<file path="config.mk">
export PLATFORM = sky130hd
export DESIGN_NAME = fpc_table_ram
export DESIGN_NICKNAME = d
export VERILOG_FILES = /design/src/rtl/fpc_table_ram.sv
export SDC_FILE = /design/constraint.sdc
export NUM_CORES = 1
export LEC_CHECK = 0
export ABC_AREA = 1
export BUFFER_PORTS_ARGS = -buffer_cell sky130_fd_sc_hd__buf_4
export CORE_MARGIN = 1
export CORE_UTILIZATION = 53
export CTS_CLUSTER_SIZE = 40
export DETAILED_ROUTE_END_ITERATION = 16
export GPL_ROUTABILITY_DRIVEN = 0
export MAX_ROUTING_LAYER = met4
export PLACE_DENSITY = 0.83
export SETUP_SLACK_MARGIN = 0.15
export SLEW_MARGIN = 0
export SYNTH_ARGS = -nofsm -noshare
export SYNTH_HDL_FRONTEND = slang
export SYNTH_SLANG_ARGS = --single-unit
export TNS_END_PERCENT = 50
</file>
<file path="constraint.sdc">
create_clock -name clk_i -period 2.3 [get_ports clk_i]
set_clock_uncertainty 0.05 [all_clocks]
set_input_delay 0 -clock clk_i [delete_from_list [all_inputs] [get_ports clk_i]]
set_output_delay 0 -clock clk_i [all_outputs]
set_load 0.005 [all_outputs]
</file>
<file path="src/rtl/fpc_table_ram.sv">
// Flow table storage: one write port, one registered read port.
module fpc_table_ram #(
  parameter int unsigned WIDTH  = 8,
  parameter int unsigned DEPTH  = 2,
  parameter int unsigned ADDR_W = $clog2(DEPTH)
) (
  input  logic              clk_i,
  input  logic              rd_en_i,
  input  logic [ADDR_W-1:0] rd_addr_i,
  output logic [WIDTH-1:0]  rd_data_o,
  input  logic              wr_en_i,
  input  logic [ADDR_W-1:0] wr_addr_i,
  input  logic [WIDTH-1:0]  wr_data_i
);

  logic [WIDTH-1:0] mem [DEPTH];
  logic [WIDTH-1:0] rd_data_q;

  always_ff @(posedge clk_i) begin
    if (wr_en_i) begin
      mem[wr_addr_i] <= wr_data_i;
    end
  end

  always_ff @(posedge clk_i) begin
    if (rd_en_i) begin
      rd_data_q <= mem[rd_addr_i];
    end
  end

  assign rd_data_o = rd_data_q;

endmodule

</file>
==> summary.txt <==
Outcome
  – Outcome: completed

Global route
  – Vias in the first global route: 499
  – Antenna violations before repair: 0
  – Global Route Usage Sum: roughly 16%
  – First-pass GRT wire length: 1930 um
  – Pin count of the biggest net entering global routing: 13
  – Remaining Overflow, GRT: 0

Critical path
  – Crit-path max FO: 9
  – Worst path required time: around 2.3 ns
  – Crit path launch type: primary input
  – Reg-to-reg startpoint: mem[0][5]
  – FF-to-FF setup slack: 1.50 ns
  – Crit path launch: rd_addr_i
  – CP arrival: 0.90 ns
  – Worst r2r path cells: 2
  – Crit end category: flip-flop
  – Crit path kind: in2reg
  – RR Endpoint: rd_data_o[5]
  – Critical path endpoint: rd_data_o[2]

Power and ir drop
  – NetSw: approximately 0.00015 W
  – Peak supply drop: 0.470 mV
  – Pwr Density: 681 mW/mm^2
  – Logic gate share of total power: 9.4%
  – Clock power frac: 22.1%
  – Flop pwr share: roughly two thirds
  – Leakage: 0.474 nW
  – Int Power: 0.000618 W
  – Switch share: 19.1%

Yosys
  – Most instantiated cells after synthesis: nand2_1 (25), edfxtp_1 (24), inv_1 (2)
  – Largest family of logic cells by synthesized area: simple AND/OR/NAND/NOR gates
  – Number of flops mapped to enable cells by yosys: 24
  – Post-Synth Simple-Gate Area: a little under an eighth
  – Seq/Total Area, Yosys: 85.7%
  – Area contributors post-synth: edfxtp_1 (86%), nand2_1 (11%), buf_6 (1.3%)
  – Post-Syn Nets: between 60 and 70
  – Synth top area share: between 80% and 90%
  – Yosys warns: 0
  – Synth Flop Type: edfxtp_1
  – #FFs+latches synth: 24
  – Most numerous cell in the Yosys netlist: nand2_1
  – Post-Synth XOR/XNOR Area: 0%
  – Mapped Area: 841 um^2
  – Post-synthesis compound-gate area fraction: 0%
  – Area leader, netlist: edfxtp_1
  – Synth cell types: 6
  – Synth Area in Adders: 0%
  – Post-synth ARST share: 0%
  – Mapped Cells: 54
  – Mux cell area share after synthesis: 0%
  – Mapped Avg Cell Area: 15.6 um^2

Floorplanning
  – Row count: 14
  – Die width: about 42 um
  – Core box area: 0.00149 mm^2
  – Chip Height: 41.8 um
  – I/O pins: 21
  – Die area: about 0.0017 mm^2
  – Initial core utilization: roughly 56%

Placed design
  – Port bufs: 20

Finish
  – ANT cells: 0
  – Area Growth Syn to Fin: 33.5%
  – Layout cell share with drive strength beyond 1: 27.9%
  – Final #Nets: 101

CTS
  – Num CTS Buffers: 3
  – Root buffer cell: clkbuf_4
  – CTS resizes: 0
  – H-Tree Depth: 1
  – Cts hold-fix bufs: 10
  – Worst-path clk slew: 0.12 ns
  – CTS tree: done
  – Max Buffers Root-to-Sink: 2
  – Clock Latency Late Sink: 0.29 ns
  – Setup Fix Bufs, Post-CTS: 0
  – Clock sink count: 24

STA
  – Fin crit period: ~0.88 ns
  – Setup_tns: 0 ns
  – Hold_ws: 0.0680 ns
  – Slew @ Worst Pin: 0.605 ns
  – Hold Fails Final Rpt: 0
  – Final setup viols: 0
  – Slew Limit Fails: 0
  – Fmax: 1130 MHz
  – Final period util: 38.4%
  – Slew headroom: approximately 60%
  – RSZ-0062 raised after global routing: false

Detailed routing
  – Vias per cell: 4.85
  – Initial DRT Pass Iterations: 4
  – Via count: roughly 500
  – Detail Route Antenna Nets: 0
  – WL final: between 1000 and 1500 um
  – DRC: 0
  – WL per Instance: 12.1 um
  – DR iter-0 viols: 12

Hold path
  – Hold crit path type: in2reg
  – Hold depth: 2

Job
  – Total of max-cap violations: 0
==> flip-flops by register name, summed over array words and instances (netlist names) <==
| signal | cells |
|---|---|
| rd_data_o | 8 |
| mem | 16 |
==> worst min-delay path by stage <==
stage	startpoint	slack, ns	endpoint
2_1_floorplan	wr_data_i[0]	0.05	mem[0][0]
3_3_place_gp	wr_data_i[1]	0.14	mem[1][1]
3_5_place_dp	wr_data_i[3]	0.14	mem[1][3]
4_1_cts	wr_addr_i	0.07	mem[0][6]
5_1_grt	wr_addr_i	0.09	mem[0][1]
6_report	wr_addr_i	0.07	mem[0][1]
==> metrics by stage <==
step | cell area (um^2) | setup WS (ns) | instances | total power, W | utilization (%)
2_1_floorplan | 841 | 1.49 | 54 | 0.000554 | -
5_1_grt | 1120 | 1.39 | 102 | 0.000788 | 75.4
4_1_cts | 1120 | 1.42 | 102 | 0.000767 | 75.4
3_3_place_gp | 1000 | 1.29 | 89 | 0.000588 | 67.1
3_5_place_dp | 1000 | 1.26 | 89 | 0.000593 | 67.1
6_report | 1120 | 1.42 | 102 | 0.000764 | 75.4
==> layout make-up <==
| cell class | instances | area, um^2 |
|---|---|---|
| Tap cell | 16 | 20.0 |
| Timing Repair Buffer | 30 | 250 |
| Sequential cell | 24 | 721 |
| Clock buffer | 3 | 22.5 |
| Inverter | 3 | 11.3 |
| Multi-Input combinational cell | 26 | 97.6 |
| Fill cell | 90 | 367 |
==> critical path, cell delays in order <==
cell	delay (ns)
dlygate4sd3_1	0.54
buf_4	0.16
inv_2	0.08
nand2_1	0.06
nand2_1	0.05
==> power by group through the flow <==
stage          registers, W  clock network [W]  logic (W)
6_report           0.000523           0.000169  0.0000720
5_1_grt            0.000526           0.000183  0.0000789
2_1_floorplan      0.000533                  0  0.0000201
4_1_cts            0.000524           0.000171  0.0000723
3_5_place_dp       0.000534                  0  0.0000586
3_3_place_gp       0.000532                  0  0.0000556
==> routing by layer <==
layer	global-route usage, %	part of all wire [%]	vias up
met5	-	0	-
met4	7.74	0.97	0
met3	1.30	3.3	2
met2	30.9	58	16
met1	14.9	38	226
li1	-	-	251
==> cell usage in the layout, fill, tap and decap left out <==
cell type       n
buf_4          20
edfxtp_1       24
dlygate4sd3_1  10
nand2_1        25
inv_1           2
inv_2           1
clkbuf_4        3
nor2_1          1
==> logic make-up (layout without fill, tap and decap cells) <==
logic type	count (synthesis)	count (layout)
DFF	24	24
buffers and inverters	4	36
and+or+nand+nor	26	26
No activity file was read; power rests on OpenSTA's default activity.
