## src/rtl/fpc_pkg.sv

```systemverilog
// Shared types, widths and helpers of the flow packet counter.
package fpc_pkg;

  localparam int unsigned SET_COUNT_DEF = 256;
  localparam int unsigned WAY_COUNT_DEF = 4;

  localparam int unsigned ADDR_W  = 32;
  localparam int unsigned PORT_W  = 16;
  localparam int unsigned KEY_W   = 2 * ADDR_W;
  localparam int unsigned PORTS_W = 2 * PORT_W;
  localparam int unsigned COUNT_W = 32;
  localparam int unsigned HASH_W  = 16;

  localparam logic [COUNT_W-1:0] COUNT_MAX = '1;
  localparam logic [COUNT_W-1:0] COUNT_ONE = COUNT_W'(1);

  typedef struct packed {
    logic               valid;
    logic [KEY_W-1:0]   key;
    logic [PORTS_W-1:0] ports;
    logic [COUNT_W-1:0] count;
  } way_t;

  function automatic logic [COUNT_W-1:0] sat_inc(input logic [COUNT_W-1:0] v);
    sat_inc = (v == COUNT_MAX) ? v : v + COUNT_ONE;
  endfunction

endpackage

```

## src/rtl/fpc_way_match.sv

```systemverilog
// Way compare: hit way and first free way of one table row.
module fpc_way_match #(
  parameter int unsigned WAY_COUNT = fpc_pkg::WAY_COUNT_DEF,
  parameter int unsigned WAY_W     = (WAY_COUNT > 1) ? $clog2(WAY_COUNT) : 1
) (
  input  fpc_pkg::way_t [WAY_COUNT-1:0] row_i,
  input  logic [fpc_pkg::KEY_W-1:0]     key_i,
  input  logic [fpc_pkg::PORTS_W-1:0]   ports_i,
  output logic                          hit_o,
  output logic [WAY_W-1:0]              hit_way_o,
  output logic                          free_o,
  output logic [WAY_W-1:0]              free_way_o
);
  import fpc_pkg::*;

  always_comb begin
    hit_o      = 1'b0;
    hit_way_o  = '0;
    free_o     = 1'b0;
    free_way_o = '0;
    for (int w = WAY_COUNT - 1; w >= 0; w--) begin
      if (row_i[w].valid) begin
        if (row_i[w].key == key_i && row_i[w].ports == ports_i) begin
          hit_o     = 1'b1;
          hit_way_o = WAY_W'(w);
        end
      end else begin
        free_o     = 1'b1;
        free_way_o = WAY_W'(w);
      end
    end
  end

endmodule

```

## config.mk

```make
export PLATFORM = sky130hd
export DESIGN_NAME = fpc_way_match
export DESIGN_NICKNAME = d
export VERILOG_FILES = /design/src/rtl/fpc_pkg.sv /design/src/rtl/fpc_way_match.sv
export SDC_FILE = /design/constraint.sdc
export NUM_CORES = 1
export LEC_CHECK = 0
export BUFFER_PORTS_ARGS = -buffer_cell sky130_fd_sc_hd__buf_4
export CAP_MARGIN = 20
export CORE_AREA = 2 2 243 245
export DETAILED_ROUTE_END_ITERATION = 8
export DIE_AREA = 0 0 245 247
export GPL_TIMING_DRIVEN = 0
export PLACE_DENSITY = 0.37
export REMOVE_ABC_BUFFERS = 1
export SLEW_MARGIN = 30
export SYNTH_ARGS = -nofsm -noshare
export SYNTH_HDL_FRONTEND = slang
export SYNTH_SLANG_ARGS = --single-unit
```

## constraint.sdc

```tcl
create_clock -name vclk -period 1.8
set_input_delay 0 -clock vclk [all_inputs]
set_output_delay 0 -clock vclk [all_outputs]
set_load 0.05 [all_outputs]
```

==> impl_metrics.ini <==
[outcome]
outcome = complete, but fails checks
violations = setup timing

[die]
die_h_um = 247
ios = 618
core_area_sq_um = 58200
rows = 89
dieWidth_um = 245
die-area_sq_um = 60500
initial_utilization_pct = 8.07

[power_and_ir_drop]
internal-power_mw = 1.27
clockPowerShare_pct = 0
p_per_area_nw_per_um2 = 258
swShare_pct = 50.3
sequentialPowerShare_pct = 0
power.share.combinational_pct = 100.0
power.leakage_nw = 4.19
power_mw = 2.56
p_switching_mw = 1.29
peakVddDrop_v = 0.000122

[cells_and_area]
seq_cell_count = 0
final_layout_size_suffix_gt1_share_pct = 48.2
nClkBuffers = 0
final_net_count = 1755
mostFrequentLayoutCell = buf_4
syn2layout_area_growth_pct = 110
mostFrequentLayoutCells = 474 x buf_4, 163 x xnor2_1, 72 x xor2_1
stdcell_count = 1919
regArea_sq_um = 0
final_util_pct = 17.0
fillers = 6726

[route]
vias_per_cell = 3.72
wire_per_inst_um = 31.0
drt_iter0_markers = 339
drcViolationCount = 0
first_pass_iters = 4
detail_route.wirelength_um = 59500
ant_nets = 0
dr_total_vias = 7130

[setup_path]
start_kind = input port
critPathLaunch = row_i[326]
end_kind = primary output
crit_type = input port to primary output
endpoint = hit_way_o[0]
path_max_fanout = 2
arrival_ps = 2480
crit_required_ps = 1800

[yosys]
syn-instance-count = 654
syn_avg_cell_area_sq_um = 7.19
synth.distinct_cells = 37
yosysWarningCount = 0
synth_seq_area_share_pct = 0
post-synth-top-area-cell = xnor2_1
netlist.area_leader.share_pct = 34.5
synth_area_sq_um = 4700
synth_area_leaders = xnor2_1 34%, xor2_1 13%, nand2b_1 9.3%, nand4_1 7.7%, nor4_1 5.6%

[grt]
grt.total_usage_pct = 18.8
grt_max_degree = 7
grt_overflow = 0
grt_pass1_vias = 7850
antenna_found_initial = 14
grt_pass1_wl_um = 73900

[worst_hold_path]
hold_class = input port to primary output
holdPathStages = 3

[sta]
fmax_mhz = 404
finalCritPeriodShare_pct = 138
rsz0062_at_grt = true
drv_slew = 0
finalHoldViolations = 0
fin_ws_ps = -675
min_period_ps = 2480
max-slew-margin-rel_pct = 48.8
finalSetupViolations = 3
tns_ps = -1890
whs_ps = 359
worstMarginPinSlew_ps = 761

[placement]
port_buffers = 490
dp.cells = 1907
gp_congestion = 0.826
hpwl_um = 55000

[job]
max-cap-violations = 0

[clock_network]
hold_buffers = 0
## cells in the mapped netlist, types with 6 or more instances
| master | instances |
|---|---|
| a22o_1 | 6 |
| a22oi_1 | 7 |
| clkbuf_1 | 10 |
| inv_1 | 58 |
| inv_2 | 8 |
| nand2b_1 | 70 |
| nand4_1 | 58 |
| nor2_1 | 6 |
| nor2b_1 | 16 |
| nor3_1 | 6 |
| nor4_1 | 42 |
| o2111ai_1 | 23 |
| o22ai_1 | 25 |
| o2bb2ai_1 | 18 |
| xnor2_1 | 185 |
| xor2_1 | 72 |
## worst min-delay path by stage
| stage | start | end | slack, ps |
|---|---|---|---|
| after detailed placement | row_i[386] | free_way_o[1] | 370 |
| final | row_i[386] | free_way_o[1] | 360 |
| after global routing | row_i[386] | free_way_o[1] | 380 |
| after global placement | row_i[386] | free_way_o[1] | 370 |
| after floorplan | row_i[257] | free_way_o[1] | 220 |
| after CTS | row_i[386] | free_way_o[1] | 370 |
## what timing repair did
item / 4_1_cts / 5_1_grt
hold endpoints to repair: 0 / 0
pin swaps: 35 / 16
buffers inserted: 4 / 4
gates resized for setup: 76 / 12
endpoints found under the setup margin: 3 / 3
## per-layer routing
metal	part of all wire, %	wire (um)	track usage [%]
met3	6.9	4100	3.70
met5	0.12	73	0
met2	49	28900	33.4
met4	1.6	922	2.65
met1	43	25400	23.9
## area by class of cell
| cell class | instances | area, sq um | share of cell area, % |
|---|---|---|---|
| Tap cell | 773 | 967 | 9.77 |
| Timing Repair Buffer | 497 | 3860 | 39.0 |
| Inverter | 67 | 255 | 2.58 |
| Antenna cell | 5 | 12.5 | 0.126 |
| Multi-Input combinational cell | 577 | 4800 | 48.5 |
## logic make-up (layout without fill, tap and decap cells)
| family | after synthesis | in the layout | share of synthesized area, % |
|---|---|---|---|
| XOR/XNOR | 257 | 257 | 47.9 |
| other | 0 | 5 | 0 |
| AO/OA/AOI/OAI | 104 | 104 | 17.6 |
| buffers and inverters | 77 | 564 | 6.15 |
| AND/OR/NAND/NOR | 216 | 216 | 28.3 |
## through the flow
stage          area [sq um]  setup WS (ps)
6_report               9890           -675
5_1_grt                9880           -811
4_1_cts                9770           -822
3_5_place_dp           9320          -1400
3_3_place_gp           9310          -1660
2_1_floorplan          4660           -116
## power by group through the flow
stage	Clock, mW	Sequential [mW]	Combinational (mW)
5_1_grt	0	0	2.73
3_3_place_gp	0	0	2.48
4_1_cts	0	0	2.60
3_5_place_dp	0	0	2.50
2_1_floorplan	0	0	0.781
6_report	0.000000206	0	2.56
## worst max-delay path: stages
cell     delay (ps)
buf_8           100
xnor2_4         140
nand4_1         480
nor4_4          620
nand4_1         210
or4_4           530
a21oi_4         130
nor2_2           70
buf_6           170
Power figures use the tool's default switching activity.
