$ cat src/rtl/fpc_pkg.sv
// Shared types, widths and helpers of the flow packet counter.
package fpc_pkg;

  localparam int unsigned SET_COUNT_DEF = 256;
  localparam int unsigned WAY_COUNT_DEF = 4;

  localparam int unsigned ADDR_W  = 32;
  localparam int unsigned PORT_W  = 16;
  localparam int unsigned KEY_W   = 2 * ADDR_W;
  localparam int unsigned PORTS_W = 2 * PORT_W;
  localparam int unsigned COUNT_W = 32;
  localparam int unsigned HASH_W  = 16;

  localparam logic [COUNT_W-1:0] COUNT_MAX = '1;
  localparam logic [COUNT_W-1:0] COUNT_ONE = COUNT_W'(1);

  typedef struct packed {
    logic               valid;
    logic [KEY_W-1:0]   key;
    logic [PORTS_W-1:0] ports;
    logic [COUNT_W-1:0] count;
  } way_t;

  function automatic logic [COUNT_W-1:0] sat_inc(input logic [COUNT_W-1:0] v);
    sat_inc = (v == COUNT_MAX) ? v : v + COUNT_ONE;
  endfunction

endpackage

$ cat src/rtl/fpc_set_index.sv
// Flow key hash: XOR fold of the four-tuple reduced to a set index.
module fpc_set_index #(
  parameter int unsigned SET_COUNT = fpc_pkg::SET_COUNT_DEF,
  parameter int unsigned SET_W     = $clog2(SET_COUNT)
) (
  input  logic                      clk_i,
  input  logic                      rst_ni,
  input  logic                      start_i,
  input  logic [fpc_pkg::ADDR_W-1:0] src_addr_i,
  input  logic [fpc_pkg::ADDR_W-1:0] dst_addr_i,
  input  logic [fpc_pkg::PORT_W-1:0] sport_i,
  input  logic [fpc_pkg::PORT_W-1:0] dport_i,
  output logic                      done_o,
  output logic [SET_W-1:0]          index_o
);
  import fpc_pkg::*;

  logic [HASH_W-1:0] fold;

  assign fold = src_addr_i[31:16] ^ src_addr_i[15:0] ^ dst_addr_i[31:16] ^
                dst_addr_i[15:0] ^ sport_i ^ dport_i;

  if ((SET_COUNT & (SET_COUNT - 1)) == 0) begin : g_mask
    logic             done_q;
    logic [SET_W-1:0] index_q;

    always_ff @(posedge clk_i or negedge rst_ni) begin
      if (!rst_ni) begin
        done_q <= 1'b0;
      end else begin
        done_q <= start_i;
      end
    end

    always_ff @(posedge clk_i) begin
      if (start_i) begin
        index_q <= fold[SET_W-1:0];
      end
    end

    assign done_o  = done_q;
    assign index_o = index_q;
  end else begin : g_reduce
    // quotient by reciprocal multiplication, remainder registered in the cycle after
    localparam int unsigned     PROD_W  = 2 * HASH_W + 1;
    localparam int unsigned     RECIP_W = HASH_W + 1;
    localparam int unsigned     SHIFT   = HASH_W + SET_W;
    localparam longint unsigned RECIP_L =
      ((64'd1 << SHIFT) + 64'(SET_COUNT) - 64'd1) / 64'(SET_COUNT);
    localparam logic [RECIP_W-1:0] RECIP   = RECIP_W'(RECIP_L);
    localparam logic [HASH_W-1:0]  DIVISOR = HASH_W'(SET_COUNT);

    logic                stage_q;
    logic                done_q;
    logic [HASH_W-1:0]   fold_q;
    logic [HASH_W-1:0]   quot_q;
    logic [SET_W-1:0]    index_q;
    logic [PROD_W-1:0]   prod;
    logic [2*HASH_W-1:0] back;
    logic [HASH_W-1:0]   rem;

    assign prod = {{RECIP_W{1'b0}}, fold} * {{HASH_W{1'b0}}, RECIP};
    assign back = {{HASH_W{1'b0}}, quot_q} * {{HASH_W{1'b0}}, DIVISOR};
    assign rem  = fold_q - back[HASH_W-1:0];

    always_ff @(posedge clk_i or negedge rst_ni) begin
      if (!rst_ni) begin
        stage_q <= 1'b0;
        done_q  <= 1'b0;
      end else begin
        stage_q <= start_i;
        done_q  <= stage_q;
      end
    end

    always_ff @(posedge clk_i) begin
      if (start_i) begin
        fold_q <= fold;
        quot_q <= HASH_W'(prod >> SHIFT);
      end
      if (stage_q) begin
        index_q <= rem[SET_W-1:0];
      end
    end

    assign done_o  = done_q;
    assign index_o = index_q;
  end

endmodule

$ cat config.mk
export PLATFORM = sky130hd
export DESIGN_NAME = fpc_set_index
export DESIGN_NICKNAME = d
export VERILOG_FILES = /design/src/rtl/fpc_pkg.sv /design/src/rtl/fpc_set_index.sv
export SDC_FILE = /design/constraint.sdc
export NUM_CORES = 1
export LEC_CHECK = 0
export BUFFER_PORTS_ARGS = -buffer_cell sky130_fd_sc_hd__buf_4
export CAP_MARGIN = 20
export CORE_MARGIN = 3
export CORE_UTILIZATION = 29
export CTS_CLUSTER_SIZE = 20
export DETAILED_ROUTE_END_ITERATION = 12
export GPL_ROUTABILITY_DRIVEN = 1
export PLACE_DENSITY = 0.8
export SLEW_MARGIN = 10
export SYNTH_ARGS = -nofsm -noshare
export SYNTH_HDL_FRONTEND = slang
export SYNTH_SLANG_ARGS = --single-unit
$ cat constraint.sdc
create_clock -name clk_i -period 0.8 [get_ports clk_i]
set_clock_uncertainty 0.05 [all_clocks]
set_input_delay 0.2 -clock clk_i [delete_from_list [all_inputs] [get_ports clk_i]]
set_output_delay 0.2 -clock clk_i [all_outputs]
set_load 0.02 [all_outputs]
==> run metrics, run 1 <==
cell total after placement=128; DRT iter0 DRCs=3; GRT Residual Overflow=0; top cells by area, synth=edfxtp_1 34%, xnor3_1 25%, xnor2_1 20%; worst-path cell chain=buf_6; CP Class=flip-flop to output port; fin. max-slew vios=0; area of the multi-input gates=571 sq um; PwrDens=1390 nW/um^2; Synth Area in XOR/XNOR=62.9%; worst setup margin=-0.231 ns; WP data required=0.55 ns; non-filler cells, final=133; Post-Synth Adder-Cell Area=0%; post-synthesis average cell area=17.5 sq um; worst-margin pin slew=0.152 ns; Hold Path Class=input port to flip-flop; RePlAce Congestion=0.685; Initial Util=31.4%; Inserted Clock Buffers=3; Placement Cell Area=1250 sq um; number of cells on the critical path=1; Seq. cell area=265 sq um; top_reg_cell synth=edfxtp_1; gr usage total=10.9%; core area=2280 sq um; LEAKAGE=0.745 nW; Crit path max-delay family=flip-flops; largest fanout on the critical path=1; slowest CP cell=edfxtp_1; Syn-to-layout area delta=106%; Yosys top cell by area=edfxtp_1; CP Buf/Inv Count=1; TritonCTS clock tree=yes; Worst-path clk slew=0.07 ns; Detail Placement HPWL=1180 microns; first-pass GRT wire length=2600 microns; final hold violations=0; PortBufs=59; fillcell total=170; post-synth cell types=5; CP startpoint kind=flip-flop; Tot Pwr=0.00205 W; post-route DRC violation count=0; Yosys top cell area share=33.6%; vias per std cell=4.20; top cells by count, synth=16 x xnor2_1, 8 x edfxtp_1, 8 x xnor2_2, 8 x xnor3_1, 1 x dfrtp_1; Compound-Gate Fraction of Synth Area=0%; RSZ-0062 raised after global routing=yes; initial antenna violation count=0; total setup buffers inserted after CTS=0; vias in the first global route=591; I/O pins=108; register area share after synthesis=37.1%; outcome=finished with violations; failing checks=setup timing; worst vdd ir=0.887 mV; row cnt=17; mux share of post-synthesis cell area=0%; Syn Nets=140; Post-Syn Area=716 sq um; Vias=559; clock sinks=9; Clock Path Buffers=2; CP arrival=0.78 ns; final net count=205; pin count of the biggest net entering global routing=10; Post-synth EDFFs=8; Die Area=3100 sq um; element type at the critical path end=output port; clock root cell=clkbuf_4; asr flop ratio synth=11.1%; post-route ant nets=0; slew margin rel.=89.8%; Finished Cell Area=1480 sq um; DRT Pass-1 Iters=3; simple-gate share of the synthesized area=0%; WL final=1560 microns; Syn. warnings=0; die height=55.7 microns; count leader, synth=xnor2_1; H-tree levels=1; WHS=0.108 ns; largest family of logic cells by synthesized area=XOR/XNOR gates; WL/cell=11.7 microns; Gate Count Post-Synth=41; FMAX=970 MHz; final setup fails=17; synthesized flop and latch total=9; n_diodes=0; Die W=55.7 microns; ratio of cells with drive above 1 in the final layout=81.9%; final worst path period need=1.03 ns; hold depth=1; max incr delay on CP=0.38 ns; fraction of the cycle the final worst path needs=129%; maxcap violations=0
-- state kept, by name, indices dropped and copies added (netlist names) --
name / cells
index_o: 8
done_o: 1
-- per-layer routing --
layer / vias up / global-route usage [%] / routed length (microns)
met5: - / 0 / 0
met4: 0 / 4.17 / 0
met3: 0 / 4.41 / 211
met2: 40 / 19.3 / 923
met1: 253 / 11.6 / 426
li1: 266 / - / -
-- layout by cell type, fill, tap and decap left out --
master,instances
buf_6,34
buf_4,25
xnor2_2,24
xnor3_1,8
edfxtp_1,8
clkbuf_4,3
clkbuf_1,1
dfrtp_1,1
dlygate4sd3_1,1
-- worst paths after layout --
| check | to | start | slack, ns |
|---|---|---|---|
| hold / removal | done_o | start_i | 0.11 |
| setup / recovery | index_o[6] | index_o[6] | -0.23 |
| max in group asynchronous | done_o | rst_ni | 0.40 |
| min in group asynchronous | done_o | rst_ni | 0.21 |
-- layout make-up --
cell class,instances,area share (%)
Timing Repair Buffer,60,39.3
Multi-Input combinational cell,32,38.6
Sequential cell,9,18.0
Tap cell,28,2.37
Clock buffer,4,1.78
-- metrics by stage --
stage               setup WS [ns]  TNS (ns)  utilization, %
floorplan                  -0.208     -1.66               -
global placement           -0.358     -2.79            55.1
detailed placement         -0.384     -2.97            55.1
CTS                        -0.248     -2.64            62.3
global route               -0.280     -2.92            64.9
finish                     -0.231     -2.55            64.9
-- report_power, final --
| group | internal [W] | leakage (nW) | switching, W |
|---|---|---|---|
| combinational | 0.000693 | 0.640 | 0.000323 |
| clock | 0.000192 | 0.0150 | 0.000167 |
| sequential | 0.000640 | 0.0899 | 0.0000360 |
| total | 0.00153 | 0.745 | 0.000526 |
-- cell families (layout without fill, tap and decap cells) --
group	after synthesis	count (layout)
xor gates and xnor gates	32	32
DFF	9	9
buffers and inverters	0	64
-- repair_timing --
item	4_1_cts	5_1_grt
resized for setup	26	16
setup endpoints to repair	17	17
hold buffers	1	0
pin swaps	16	14
hold endpoints to repair	1	0
(Power assumes the default switching activity.)
==> run 2: changes to the inputs <==
--- a/config.mk
+++ b/config.mk
@@ -8,11 +8,12 @@
 export BUFFER_PORTS_ARGS = -buffer_cell sky130_fd_sc_hd__buf_4
 export CAP_MARGIN = 20
 export CORE_MARGIN = 3
-export CORE_UTILIZATION = 29
+export CORE_UTILIZATION = 31
 export CTS_CLUSTER_SIZE = 20
 export DETAILED_ROUTE_END_ITERATION = 12
 export GPL_ROUTABILITY_DRIVEN = 1
-export PLACE_DENSITY = 0.8
+export PLACE_DENSITY = 0.85
+export RECOVER_POWER = 100
 export SLEW_MARGIN = 10
 export SYNTH_ARGS = -nofsm -noshare
 export SYNTH_HDL_FRONTEND = slang
==> constraint.sdc (replaced) <==
create_clock -name clk_i -period 1.24 [get_ports clk_i]
set_clock_uncertainty 0.05 [all_clocks]
set_input_delay 0.31 -clock clk_i [delete_from_list [all_inputs] [get_ports clk_i]]
set_output_delay 0.31 -clock clk_i [all_outputs]
set_load 0.02 [all_outputs]
==> run metrics, run 2 (synthesis gave the netlist of run 1 again) <==
total setup buffers inserted after CTS=0 (unchanged); TritonCTS clock tree=yes; clock network fraction of total power=19.1% (+1.6 points); Detail Placement HPWL=1210 microns (+3.3%); maxcap violations=0 (unchanged); sw power=0.000299 W (-43%); final hold violations=0 (unchanged); core area=2060 sq um (-9.4%); RSZ-0062 raised after global routing=no; setup_tns=0 ns (+2.55 ns); final worst path period need=1.15 ns; vias in the first global route=530 (-10%); Crit path max-delay family=flip-flops; FMAX=870 MHz; final net count=205 (unchanged); Die Area=2920 sq um (-5.8%); worst-margin pin slew=0.510 ns (+0.359 ns); Placement Setup Slack=-0.0719 ns (+0.312 ns); Die W=54.1 microns (-2.9%); DRT Pass-1 Iters=2 (-1); post-route ant nets=0 (unchanged); Comb power frac=44.0% (-5.5 points); die height=54.1 microns (-2.9%); row cnt=16 (-1); max incr delay on CP=0.37 ns (about the same); Tot Pwr=0.00115 W (-44%); fin. max-slew vios=0 (unchanged); CP startpoint kind=flip-flop; Hold Path Class=input port to asynchronous set/reset pin; largest fanout on the critical path=1 (unchanged); slowest CP cell=edfxtp_1; Initial Util=34.7% (+3.3 points); n_diodes=0 (unchanged); RePlAce Congestion=0.605 (-12%); first-pass GRT wire length=1820 microns (-30%); Vias=535 (-4.3%); GRT Residual Overflow=0 (unchanged); ratio of cells with drive above 1 in the final layout=65.7% (-16 points); LEAKAGE=0.601 nW (-19%); post-CTS resize count=0 (-100%); Seq pwr share=36.9% (+3.9 points); PortBufs=59 (unchanged); switch share=25.9% (+0.23 points); I/O pins=108 (unchanged); outcome=finished clean; vias per std cell=4.05 (-3.6%); initial antenna violation count=0 (unchanged); clock sinks=9 (unchanged); WP data required=0.88 ns (+0.33 ns); WL final=1380 microns (-12%); Worst-path clk slew=0.06 ns (about the same); worst-path cell chain=clkbuf_2; DRT iter0 DRCs=2 (-1); Largest register FFs=8 (unchanged); pin count of the biggest net entering global routing=10 (unchanged); most frequent cells in the layout=40 x buf_4, 16 x xnor2_1, 12 x clkbuf_4; hold buffers post-CTS=1 (unchanged); gr usage total=8.82% (-2.1 points); CP Buf/Inv Count=1 (unchanged); H-tree levels=1 (unchanged); clock root cell=clkbuf_4; Inserted Clock Buffers=3 (unchanged); worst vdd ir=0.623 mV (-30%); commonest non-fill, non-tap cell in the layout=buf_4; post-route DRC violation count=0 (unchanged); Syn-to-layout area delta=68.0%; CP arrival=0.79 ns (about the same); Clock Path Buffers=2 (unchanged); CP Class=flip-flop to output port; element type at the critical path end=output port; fillcell total=169 (-0.59%); WL/cell=10.4 microns (-11%); fraction of the cycle the final worst path needs=92.7%; Power Internal=0.000855 W (-44%); slew margin rel.=66.0% (-24 points); final setup fails=0 (-17); PwrDens=959 nW/um^2 (-31%); worst setup margin=0.0902 ns (+0.321 ns)
==> run 2: cell count changes in the layout (fill, tap and decap cells not counted) <==
cell | before | now
buf_4 | 25 | 40
buf_6 | 34 | 0
clkbuf_1 | 1 | 2
clkbuf_2 | 0 | 9
clkbuf_4 | 3 | 12
xnor2_1 | 0 | 16
xnor2_2 | 24 | 8
==> run 2: final timing paths <==
| path | start | endpoint | cells past startpoint |
|---|---|---|---|
| min in group clk_i | start_i | done_o | 1 |
| max in group asynchronous | rst_ni | done_o | 2 |
| worst min-delay path | rst_ni | done_o | 2 |
| worst max-delay path | index_o[6] | index_o[6] | 1 |
==> run 2: power groups by stage <==
stage | Sequential [W] | Combinational (W) | Clock [W]
after floorplan | 0.000511 | 0.000223 | 0
after global placement | 0.000431 | 0.000536 | 0
after detailed placement | 0.000433 | 0.000547 | 0
after CTS | 0.000428 | 0.000551 | 0.000237
after global routing | 0.000432 | 0.000538 | 0.000255
final | 0.000426 | 0.000507 | 0.000220
==> run 2: metal layers <==
metal  track usage, %  routed length [microns]  up-vias  share of wire [%]
li1                 -                        -      268                  -
met1             7.28                      426      228                 31
met2             18.5                      725       39                 53
met3             3.32                      226        0                 16
met4             2.49                        0        0                  0
met5                0                        0        -                  0
==> run 2: final cells by class <==
cell class / count / area [sq um] / share of cell area [%]
clock buffers: 4 / 26.3 / 2.19
multi-input cells: 32 / 450 / 37.5
flip-flops and latches: 9 / 265 / 22.1
well taps: 27 / 33.8 / 2.81
repair buffers: 60 / 427 / 35.5
==> run 2: stage by stage <==
stage	cells	hold slack [ns]	util, %	area, sq um
after detailed placement	127	0.0386	57.8	1190
after global placement	127	0.0352	57.8	1190
after floorplan	41	-0.0356	-	716
after CTS	132	0.211	59.6	1230
after global routing	132	0.353	58.3	1200
final	132	0.353	58.3	1200
==> run 3: changes to the inputs <==
--- a/config.mk
+++ b/config.mk
@@ -8,12 +8,13 @@
 export BUFFER_PORTS_ARGS = -buffer_cell sky130_fd_sc_hd__buf_4
 export CAP_MARGIN = 20
 export CORE_MARGIN = 3
-export CORE_UTILIZATION = 31
+export CORE_UTILIZATION = 29
 export CTS_CLUSTER_SIZE = 20
 export DETAILED_ROUTE_END_ITERATION = 12
 export GPL_ROUTABILITY_DRIVEN = 1
-export PLACE_DENSITY = 0.85
+export PLACE_DENSITY = 0.8
 export RECOVER_POWER = 100
+export SETUP_SLACK_MARGIN = 0.5
 export SLEW_MARGIN = 10
 export SYNTH_ARGS = -nofsm -noshare
 export SYNTH_HDL_FRONTEND = slang
==> constraint.sdc (replaced) <==
create_clock -name clk_i -period 1.1 [get_ports clk_i]
set_clock_uncertainty 0.05 [all_clocks]
set_input_delay 0.275 -clock clk_i [delete_from_list [all_inputs] [get_ports clk_i]]
set_output_delay 0.275 -clock clk_i [all_outputs]
set_load 0.02 [all_outputs]
==> run metrics, run 3 (synthesis gave the netlist of run 1 again) <==
outcome=finished with violations; failing checks=setup timing; Tot Pwr=0.00146 W (+27%); Vias=567 (+6.0%); worst setup margin=-0.0117 ns (-0.102 ns); GRT Residual Overflow=0 (unchanged); TritonCTS clock tree=yes; CP Buf/Inv Count=1 (unchanged); clock root cell=clkbuf_4; RePlAce Congestion=0.685 (+13%); Inserted Clock Buffers=3 (unchanged); met2 Track Usage GR=22.0% (+3.4 points); Initial Util=31.4% (-3.3 points); Die W=55.7 microns (+3.0%); PortBufs=59 (unchanged); n_diodes=0 (unchanged); most frequent cells in the layout=34 x buf_6, 22 x buf_4, 16 x xnor2_2; Crit path max-delay family=flip-flops; slowest CP cell=edfxtp_1; gr usage total=11.2% (+2.4 points); WL/cell=12.2 microns (+17%); die height=55.7 microns (+3.0%); worst-path cell chain=buf_6; ratio of cells with drive above 1 in the final layout=73.3% (+7.6 points); row cnt=17 (+1); worst vdd ir=0.568 mV (-8.9%); WP data required=0.77 ns (-0.11 ns); core area=2280 sq um (+10%); largest fanout on the critical path=1 (unchanged); WHS=0.301 ns (-0.0514 ns); initial antenna violation count=0 (unchanged); DRT iter0 DRCs=5 (+3); grt peak-use layer=met2; FMAX=900 MHz; worst-margin pin slew=0.516 ns (+0.00570 ns); final net count=205 (unchanged); clock sinks=9 (unchanged); LEAKAGE=0.699 nW (+16%); Worst-path clk slew=0.06 ns (about the same); number of cells on the critical path=1 (unchanged); Hold Path Class=input port to asynchronous set/reset pin; commonest non-fill, non-tap cell in the layout=buf_6; M1 GR Usage=10.5% (+3.2 points); WL final=1620 microns (+18%); Syn-to-layout area delta=98.6%; final worst path period need=1.11 ns; H-tree levels=1 (unchanged); element type at the critical path end=output port; pin count of the biggest net entering global routing=10 (unchanged); CP startpoint kind=flip-flop; final hold violations=0 (unchanged); I/O pins=108 (unchanged); post-route ant nets=0 (unchanged); slew margin rel.=65.6% (-0.38 points); CP Class=flip-flop to output port; first-pass GRT wire length=2660 microns (+46%); PwrDens=1030 nW/um^2 (+7.3%); maxcap violations=0 (unchanged); Clock Path Buffers=2 (unchanged); fin. max-slew vios=0 (unchanged); total setup buffers inserted after CTS=0 (unchanged); Die Area=3100 sq um (+6.1%); vias in the first global route=612 (+15%); CP arrival=0.79 ns (about the same); DRT Pass-1 Iters=2 (unchanged); Largest register FFs=8 (unchanged); GR Layer Usage met3=4.41% (+1.1 points); max incr delay on CP=0.39 ns (+0.02 ns); fraction of the cycle the final worst path needs=101%; vias per std cell=4.26 (+5.2%); RSZ-0062 raised after global routing=yes; final setup fails=4 (+4); post-route DRC violation count=0 (unchanged)
[run 3: cell count changes in the layout (fill, tap and decap cells not counted)]
cell | previous run | this run
buf_4 | 40 | 22
buf_6 | 0 | 34
buf_8 | 0 | 1
clkbuf_2 | 9 | 0
clkbuf_4 | 12 | 4
xnor2_1 | 16 | 8
xnor2_2 | 8 | 16
[run 3: what timing repair did]
item | 4_1_cts | 5_1_grt
hold buffers | 1 | 0
pin swaps | 16 | 14
endpoints found under the hold margin | 1 | 0
resized for setup | 31 | 13
endpoints found under the setup margin | 17 | 17
[run 3: power breakdown]
part | internal, W | leakage (nW) | switching (W) | total, W
logic | 0.000486 | 0.594 | 0.000226 | 0.000712
clock network | 0.000140 | 0.0150 | 0.000118 | 0.000258
registers | 0.000466 | 0.0899 | 0.0000267 | 0.000493
[run 3: layout make-up]
class / count / area (sq um)
clock buffers: 4 / 26.3
fillers: 176 / 855
multi-input cells: 32 / 510
flip-flops and latches: 9 / 265
well taps: 28 / 35.0
repair buffers: 60 / 584
[run 3: worst max path at each step]
stage | start | slack (ns) | endpoint
floorplan | dst_addr_i[16] | 0.02 | index_o[0]
global placement | dst_addr_i[16] | -0.13 | index_o[0]
detailed placement | dst_addr_i[19] | -0.17 | index_o[3]
CTS | index_o[1] | -0.04 | index_o[1]
global route | index_o[1] | -0.08 | index_o[1]
finish | index_o[1] | -0.01 | index_o[1]
[run 3: metrics by stage]
step                      setup slack [ns]  instance area (sq um)  TNS (ns)  std cells  util (%)
final                              -0.0117                   1420   -0.0213        133      62.5
after global routing               -0.0786                   1420    -0.404        133      62.5
after CTS                          -0.0354                   1440    -0.172        133      63.1
after detailed placement            -0.166                   1250     -1.15        128      55.1
after global placement              -0.132                   1250     -1.02        128      55.1
after floorplan                     0.0173                    776         0         41         -
[run 3: per-layer routing]
layer  up-vias  wire length, microns
li1        267                     -
met1       260                   424
met2        40                   987
met3         0                   210
met4         0                     0
met5         -                     0
